## src/rtl/cld_pkg.sv

```systemverilog
// Shared constants, datapath action codes and controller/datapath interface types.
`timescale 1ns / 1ps

package cld_pkg;

    localparam int MAX_ROWS        = 1024;
    localparam int ROW_W           = $clog2(MAX_ROWS);
    localparam int LINK_W          = $clog2(MAX_ROWS + 1);
    localparam int DEPTH_W         = $clog2(MAX_ROWS + 1);
    localparam int FIELD_ROW_W     = 10;
    localparam int COUNT_W         = 11;
    localparam int CFG_DATA_W      = 11;
    localparam int CFG_INDEX_W     = 1;
    localparam int RESET_ROW_COUNT = 1024;
    localparam int RESET_N         = (RESET_ROW_COUNT > MAX_ROWS) ? MAX_ROWS : RESET_ROW_COUNT;

    localparam logic [LINK_W-1:0] NO_ROW = LINK_W'(MAX_ROWS);

    // operation codes
    localparam logic [2:0] OP_UP     = 3'd0;
    localparam logic [2:0] OP_DOWN   = 3'd1;
    localparam logic [2:0] OP_DELETE = 3'd2;
    localparam logic [2:0] OP_UNDO   = 3'd3;
    localparam logic [2:0] OP_QUERY  = 3'd4;
    localparam logic [2:0] OP_REINIT = 3'd5;

    // error codes
    localparam logic [1:0] ERR_OK    = 2'd0;
    localparam logic [1:0] ERR_END   = 2'd1;
    localparam logic [1:0] ERR_EMPTY = 2'd2;

    // configuration register indexes
    localparam logic [CFG_INDEX_W-1:0] CFG_ROW_COUNT = 1'd0;
    localparam logic [CFG_INDEX_W-1:0] CFG_START_ROW = 1'd1;

    // datapath actions
    localparam logic [3:0] ACT_NONE        = 4'd0;
    localparam logic [3:0] ACT_CAPTURE     = 4'd1;
    localparam logic [3:0] ACT_SWEEP_INIT  = 4'd2;
    localparam logic [3:0] ACT_SWEEP       = 4'd3;
    localparam logic [3:0] ACT_MOVE_READ   = 4'd4;
    localparam logic [3:0] ACT_MOVE_STEP   = 4'd5;
    localparam logic [3:0] ACT_DEL_READ    = 4'd6;
    localparam logic [3:0] ACT_DEL_COMMIT  = 4'd7;
    localparam logic [3:0] ACT_UNDO_POP    = 4'd8;
    localparam logic [3:0] ACT_UNDO_LINK   = 4'd9;
    localparam logic [3:0] ACT_UNDO_RELINK = 4'd10;
    localparam logic [3:0] ACT_QUERY_READ  = 4'd11;
    localparam logic [3:0] ACT_QUERY_TAKE  = 4'd12;
    localparam logic [3:0] ACT_SET_ERR     = 4'd13;
    localparam logic [3:0] ACT_OUT_LOAD    = 4'd14;

    typedef struct packed {
        logic [3:0] act;
        logic [1:0] err;
        logic       up;
    } cld_cmd_t;

    typedef struct packed {
        logic steps_zero;
        logic link_missing;
        logic both_missing;
        logic stack_empty;
        logic sweep_last;
    } cld_status_t;

endpackage

```

## src/rtl/cld_ctrl.sv

```systemverilog
// Sequencer for the list operations: issues datapath actions, owns the handshakes.
`timescale 1ns / 1ps

module cld_ctrl
    import cld_pkg::*;
(
    input  logic        clk,
    input  logic        rst_n,
    input  logic        in_valid,
    output logic        in_stall,
    input  logic [2:0]  operation,
    output logic        out_valid,
    input  logic        out_stall,
    input  cld_status_t status,
    output cld_cmd_t    cmd
);

    localparam logic [3:0] S_RST_SWEEP   = 4'd0;
    localparam logic [3:0] S_IDLE        = 4'd1;
    localparam logic [3:0] S_MOVE_READ   = 4'd2;
    localparam logic [3:0] S_MOVE_WALK   = 4'd3;
    localparam logic [3:0] S_DEL_READ    = 4'd4;
    localparam logic [3:0] S_DEL_COMMIT  = 4'd5;
    localparam logic [3:0] S_UNDO_POP    = 4'd6;
    localparam logic [3:0] S_UNDO_LINK   = 4'd7;
    localparam logic [3:0] S_UNDO_RELINK = 4'd8;
    localparam logic [3:0] S_QUERY_READ  = 4'd9;
    localparam logic [3:0] S_QUERY_TAKE  = 4'd10;
    localparam logic [3:0] S_SWEEP_INIT  = 4'd11;
    localparam logic [3:0] S_SWEEP       = 4'd12;
    localparam logic [3:0] S_FINISH      = 4'd13;

    logic [3:0] state_reg, state_next;
    logic [2:0] op_reg, op_next;
    logic       out_valid_reg, out_valid_next;
    logic       out_free;

    assign in_stall  = (state_reg != S_IDLE);
    assign out_valid = out_valid_reg;
    assign out_free  = !out_valid_reg || !out_stall;

    always_comb
    begin
        state_next = state_reg;
        op_next    = op_reg;
        cmd.act    = ACT_NONE;
        cmd.err    = ERR_OK;
        cmd.up     = (op_reg == OP_UP);
        out_valid_next = out_valid_reg && out_stall;

        unique case (state_reg)
            S_RST_SWEEP:
            begin
                cmd.act = ACT_SWEEP;
                if (status.sweep_last)
                begin
                    state_next = S_IDLE;
                end
            end
            S_IDLE:
            begin
                if (in_valid)
                begin
                    cmd.act = ACT_CAPTURE;
                    op_next = operation;
                    unique case (operation)
                        OP_UP, OP_DOWN: state_next = S_MOVE_READ;
                        OP_DELETE:      state_next = S_DEL_READ;
                        OP_UNDO:        state_next = S_UNDO_POP;
                        OP_QUERY:       state_next = S_QUERY_READ;
                        OP_REINIT:      state_next = S_SWEEP_INIT;
                        default:        state_next = S_FINISH;
                    endcase
                end
            end
            S_MOVE_READ:
            begin
                cmd.act    = ACT_MOVE_READ;
                state_next = S_MOVE_WALK;
            end
            S_MOVE_WALK:
            begin
                priority if (status.steps_zero)
                begin
                    state_next = S_FINISH;
                end
                else if (status.link_missing)
                begin
                    cmd.act    = ACT_SET_ERR;
                    cmd.err    = ERR_END;
                    state_next = S_FINISH;
                end
                else
                begin
                    cmd.act = ACT_MOVE_STEP;
                end
            end
            S_DEL_READ:
            begin
                cmd.act    = ACT_DEL_READ;
                state_next = S_DEL_COMMIT;
            end
            S_DEL_COMMIT:
            begin
                if (status.both_missing)
                begin
                    cmd.act = ACT_SET_ERR;
                    cmd.err = ERR_END;
                end
                else
                begin
                    cmd.act = ACT_DEL_COMMIT;
                end
                state_next = S_FINISH;
            end
            S_UNDO_POP:
            begin
                if (status.stack_empty)
                begin
                    cmd.act    = ACT_SET_ERR;
                    cmd.err    = ERR_EMPTY;
                    state_next = S_FINISH;
                end
                else
                begin
                    cmd.act    = ACT_UNDO_POP;
                    state_next = S_UNDO_LINK;
                end
            end
            S_UNDO_LINK:
            begin
                cmd.act    = ACT_UNDO_LINK;
                state_next = S_UNDO_RELINK;
            end
            S_UNDO_RELINK:
            begin
                cmd.act    = ACT_UNDO_RELINK;
                state_next = S_FINISH;
            end
            S_QUERY_READ:
            begin
                cmd.act    = ACT_QUERY_READ;
                state_next = S_QUERY_TAKE;
            end
            S_QUERY_TAKE:
            begin
                cmd.act    = ACT_QUERY_TAKE;
                state_next = S_FINISH;
            end
            S_SWEEP_INIT:
            begin
                cmd.act    = ACT_SWEEP_INIT;
                state_next = S_SWEEP;
            end
            S_SWEEP:
            begin
                cmd.act = ACT_SWEEP;
                if (status.sweep_last)
                begin
                    state_next = S_FINISH;
                end
            end
            S_FINISH:
            begin
                // hold the result until the output register frees up
                if (out_free)
                begin
                    cmd.act        = ACT_OUT_LOAD;
                    out_valid_next = 1'b1;
                    state_next     = S_IDLE;
                end
            end
            default:
            begin
                state_next = S_IDLE;
            end
        endcase
    end

    always_ff @(posedge clk or negedge rst_n)
    begin
        if (!rst_n)
        begin
            state_reg     <= S_RST_SWEEP;
            op_reg        <= OP_UP;
            out_valid_reg <= 1'b0;
        end
        else
        begin
            state_reg     <= state_next;
            op_reg        <= op_next;
            out_valid_reg <= out_valid_next;
        end
    end

endmodule

```

## config.mk

```make
export PLATFORM = sky130hd
export DESIGN_NAME = cld_ctrl
export DESIGN_NICKNAME = d
export VERILOG_FILES = /design/src/rtl/cld_pkg.sv /design/src/rtl/cld_ctrl.sv
export SDC_FILE = /design/constraint.sdc
export NUM_CORES = 1
export LEC_CHECK = 0
export ABC_AREA = 1
export ABC_CLOCK_PERIOD_IN_PS = 2200
export BUFFER_PORTS_ARGS = -buffer_cell sky130_fd_sc_hd__buf_4
export CAP_MARGIN = 20
export CORE_UTILIZATION = 38
export DETAILED_ROUTE_END_ITERATION = 8
export GPL_TIMING_DRIVEN = 0
export PLACE_DENSITY_LB_ADDON = 0.1
export SYNTH_ARGS = -nofsm -noshare
export SYNTH_HDL_FRONTEND = slang
export SYNTH_SLANG_ARGS = --single-unit
```

## constraint.sdc

```tcl
create_clock -name clk -period 2.2 [get_ports clk]
set_clock_uncertainty 0.1 [all_clocks]
set_input_delay 0 -clock clk [delete_from_list [all_inputs] [get_ports clk]]
set_output_delay 0 -clock clk [all_outputs]
set_load 0.01 [all_outputs]
```

==> flow_summary_export.csv <==
group,metric,value,unit
power_and_ir_drop,peak_ir_drop_on_the_vdd_network,0.6863,mV
global_route,grt_util_met1,24.22,%
detailed_routing,ant_nets,0,
clock_tree,clk_root_buffer_cell,"clkbuf_4",
yosys,syn_nets,122,
yosys,synth.lib_cells_used.distinct,18,
yosys,ys_warn_count,0,
timing,fin_crit_sh,85.03,%
global_route,grt.overflow.total,0,
yosys,synth_area_leaders,"dfrtp_1 (31%), nand2_1 (22%), inv_1 (9.7%), nor2_1 (6.9%), nand3_1 (4.6%)",
critical_path,critPathMaxFanout,7,
detailed_routing,drt_iter0_markers,19,
yosys,synth_enable_flop_cells,0,
placed_design,globalplace.congestion,0.8503,
detailed_routing,vias_per_cell,4.962,
clock_tree,clock_sink_count,8,
yosys,ys_async_sr_fraction,100.0,%
global_route,grt.met2_usage,35.45,%
finish,final_net_count,155,
finish,areaGrowthSynthToFinish,41.60,%
detailed_routing,routed_wl,1682,um
global_route,antenna_found_initial,0,
timing,clock.fmax,534.6,MHz
clock_tree,clock_path_buffers,2,
worst_hold_path,hold_path_class,"primary input to flop",
critical_path,rr_startpoint,"state_reg[3]",
job,max_cap_viol_count,0,
global_route,globalRouteMet3Util,7.083,%
detailed_routing,routedWlPerCell,10.71,um
finish,flip_flop_count_of_the_largest_register_all_copies_and_words_added,4,
detailed_routing,via_count,779,
critical_path,worst_ep_required_time,2.29,ns
yosys,postSynthRegisterBits,8,
timing,grt_setup_unrepaired,"false",
clock_tree,cts.hold.buffers_added,8,
yosys,sequential_fraction_of_the_synthesis_area,30.53,%
finish,finalInstanceArea,928.4,sq um
yosys,ys_dominant_reg_cell,"dfrtp_1",
global_route,grtUsageTotal,20.63,%
floorplanning,die_x,43.54,um
finish,share_of_cells_above_drive_strength_1,21.28,%
yosys,synth.top_cells.by_count,"nand2_1 (38), inv_1 (17), nor2_1 (12)",
yosys,yosys.area.top_type_share,30.53,%
critical_path,capturing_element_of_the_worst_setup_path,"state_reg[1]",
floorplanning,die_h,43.54,um
detailed_routing,drtPass1Iterations,6,
timing,maxSlewViolCount,0,
clock_tree,clk_pin_slew_worst_paths,0.05,ns
finish,insertedDiodeCount,0,
floorplanning,boundary_pins,21,
global_route,grt_pass1_vias,728,
yosys,yosysTopAreaCell,"dfrtp_1",
critical_path,worst_r2r_endpoint,"state_reg[1]",
clock_tree,cts_resized,0,
critical_path,critPathLaunch,"state_reg[3]",
clock_tree,cts.repair_timing.setup_buffer_count,0,
critical_path,category_of_the_critical_setup_timing_path,"flop to flop",
critical_path,critical_path_capture_point_type,"flop",
global_route,grt_max_degree,9,
finish,fillCellCount,149,
yosys,synth_area,655.6,sq um
floorplanning,design.die.area,1895,sq um
yosys,synthCells,110,
timing,final_period_demand_of_the_worst_path,1.871,ns
critical_path,crit_arrival,1.96,ns
timing,post-route-worst-setup-slack,0.3294,ns
timing,actual_slew_at_the_worst_max_slew_pin,0.3677,ns
finish,multi_input_area,384.1,sq um
critical_path,register_to_register_setup_slack,0.33,ns
timing,setup_violations,0,
outcome,run_status,"complete, but fails checks",
global_route,grt_first_pass_wirelength,2870,um
placed_design,cell_area_after_placement,825.8,sq um
placed_design,post-dp-hpwl,1281,um
clock_tree,cts_inserted_buffers,3,
power_and_ir_drop,pwr_density_cell,1389,nW/um^2
clock_tree,cts_tree,"built",
floorplanning,core-area,1559,sq um
timing,setup_tns,0,ns
timing,maxSlewHeadroom,75.28,%
placed_design,preCtsSetupSlack,0.6592,ns
critical_path,ff2ff_path_depth,6,
yosys,synthMostInstantiatedCell,"nand2_1",
detailed_routing,detail_route.drc_violations,2,
floorplanning,start_util,42.05,%
yosys,synthesis.area_per_instance,5.960,sq um
placed_design,port-buffer-count,20,
finish,area.sequential,200.2,sq um
global_route,grt-busiest-layer,"met2",
critical_path,cp-start-kind,"flop",
clock_tree,ctsHtreeMaxLevel,1,
outcome,failed_checks,"design-rule violations",
floorplanning,core.rowCount,14,
clock_tree,worstSkewPairLatency,0.25,ns
power_and_ir_drop,leakage,0.5321,nW
timing,final_hold_viol_count,0,
finish,layout.core_utilization,59.55,%
## per-stage QoR
| stage | cells | hold WS (ns) | total power [mW] |
|---|---|---|---|
| detailed placement | 146 | -0.2794 | 1.166 |
| floorplan | 110 | -0.3956 | 0.8703 |
| finish | 157 | 0.04413 | 1.290 |
| global route | 157 | 0.07143 | 1.426 |
| global placement | 146 | -0.2800 | 1.159 |
| CTS | 157 | 0.03612 | 1.293 |
## worst max-delay path: stages, from the launching register on
cell and delay (ns):
dfrtp_1 0.46, nor2_2 0.26, nand2_1 0.11, nor2_1 0.13, nand2_1 0.09, dlygate4sd3_1 0.58, nand2_1 0.07
## where the power goes
| group | leakage [nW] | switching (mW) | internal (mW) | total [mW] |
|---|---|---|---|---|
| logic | 0.419 | 0.503 | 0.369 | 0.872 |
| registers | 0.0996 | 0.0860 | 0.221 | 0.307 |
| clock network | 0.0138 | 0.0481 | 0.0623 | 0.110 |
## cells by family after synthesis
| kind of cell | count (synthesis) | share of synthesized area, % |
|---|---|---|
| AOI/OAI and AO/OA | 13 | 11.64 |
| buffers and inverters | 19 | 10.88 |
| DFF | 8 | 30.53 |
| and+or+nand+nor | 70 | 46.95 |
## cell type report
type	instances	share of cell area [%]
inverter	19	7.682
multi-input combinational	83	41.37
sequential	8	21.56
tap	16	2.156
timing repair buffer	28	24.80
clock buffer	3	2.426
## cells in the final DEF (no fill, tap or decap)
| cell | instances |
|---|---|
| buf_4 | 20 |
| nand2_2 | 1 |
| o21ai_0 | 5 |
| inv_1 | 17 |
| nor2_4 | 1 |
| o22ai_1 | 1 |
| inv_2 | 2 |
| a21oi_1 | 3 |
| o31ai_1 | 1 |
| nand3_1 | 6 |
| nor3_1 | 6 |
| nand2_4 | 1 |
| dlygate4sd3_1 | 8 |
| nor2_2 | 2 |
| or2_0 | 1 |
| o211ai_1 | 3 |
| nor2_1 | 12 |
| nand4_1 | 2 |
| clkbuf_4 | 3 |
| dfrtp_1 | 8 |
| nand2_1 | 38 |
## per-layer routing
metal / part of all wire [%] / wire [um]
met1: 46 / 768
met2: 48 / 812
met3: 5.4 / 90
met4: 0.59 / 10
met5: 0 / 0
## worst min-delay path by stage
stage | startpoint | end | slack, ns | depth (start not counted)
6_report | status[1] | state_reg[1] | 0.04 | 6
5_1_grt | status[1] | state_reg[1] | 0.07 | 6
4_1_cts | status[1] | state_reg[1] | 0.04 | 6
3_5_place_dp | rst_n | op_reg[0] | -0.28 | 1
3_3_place_gp | rst_n | op_reg[0] | -0.28 | 1
2_1_floorplan | rst_n | op_reg[0] | -0.40 | 0
No activity file was read; power rests on OpenSTA's default activity.
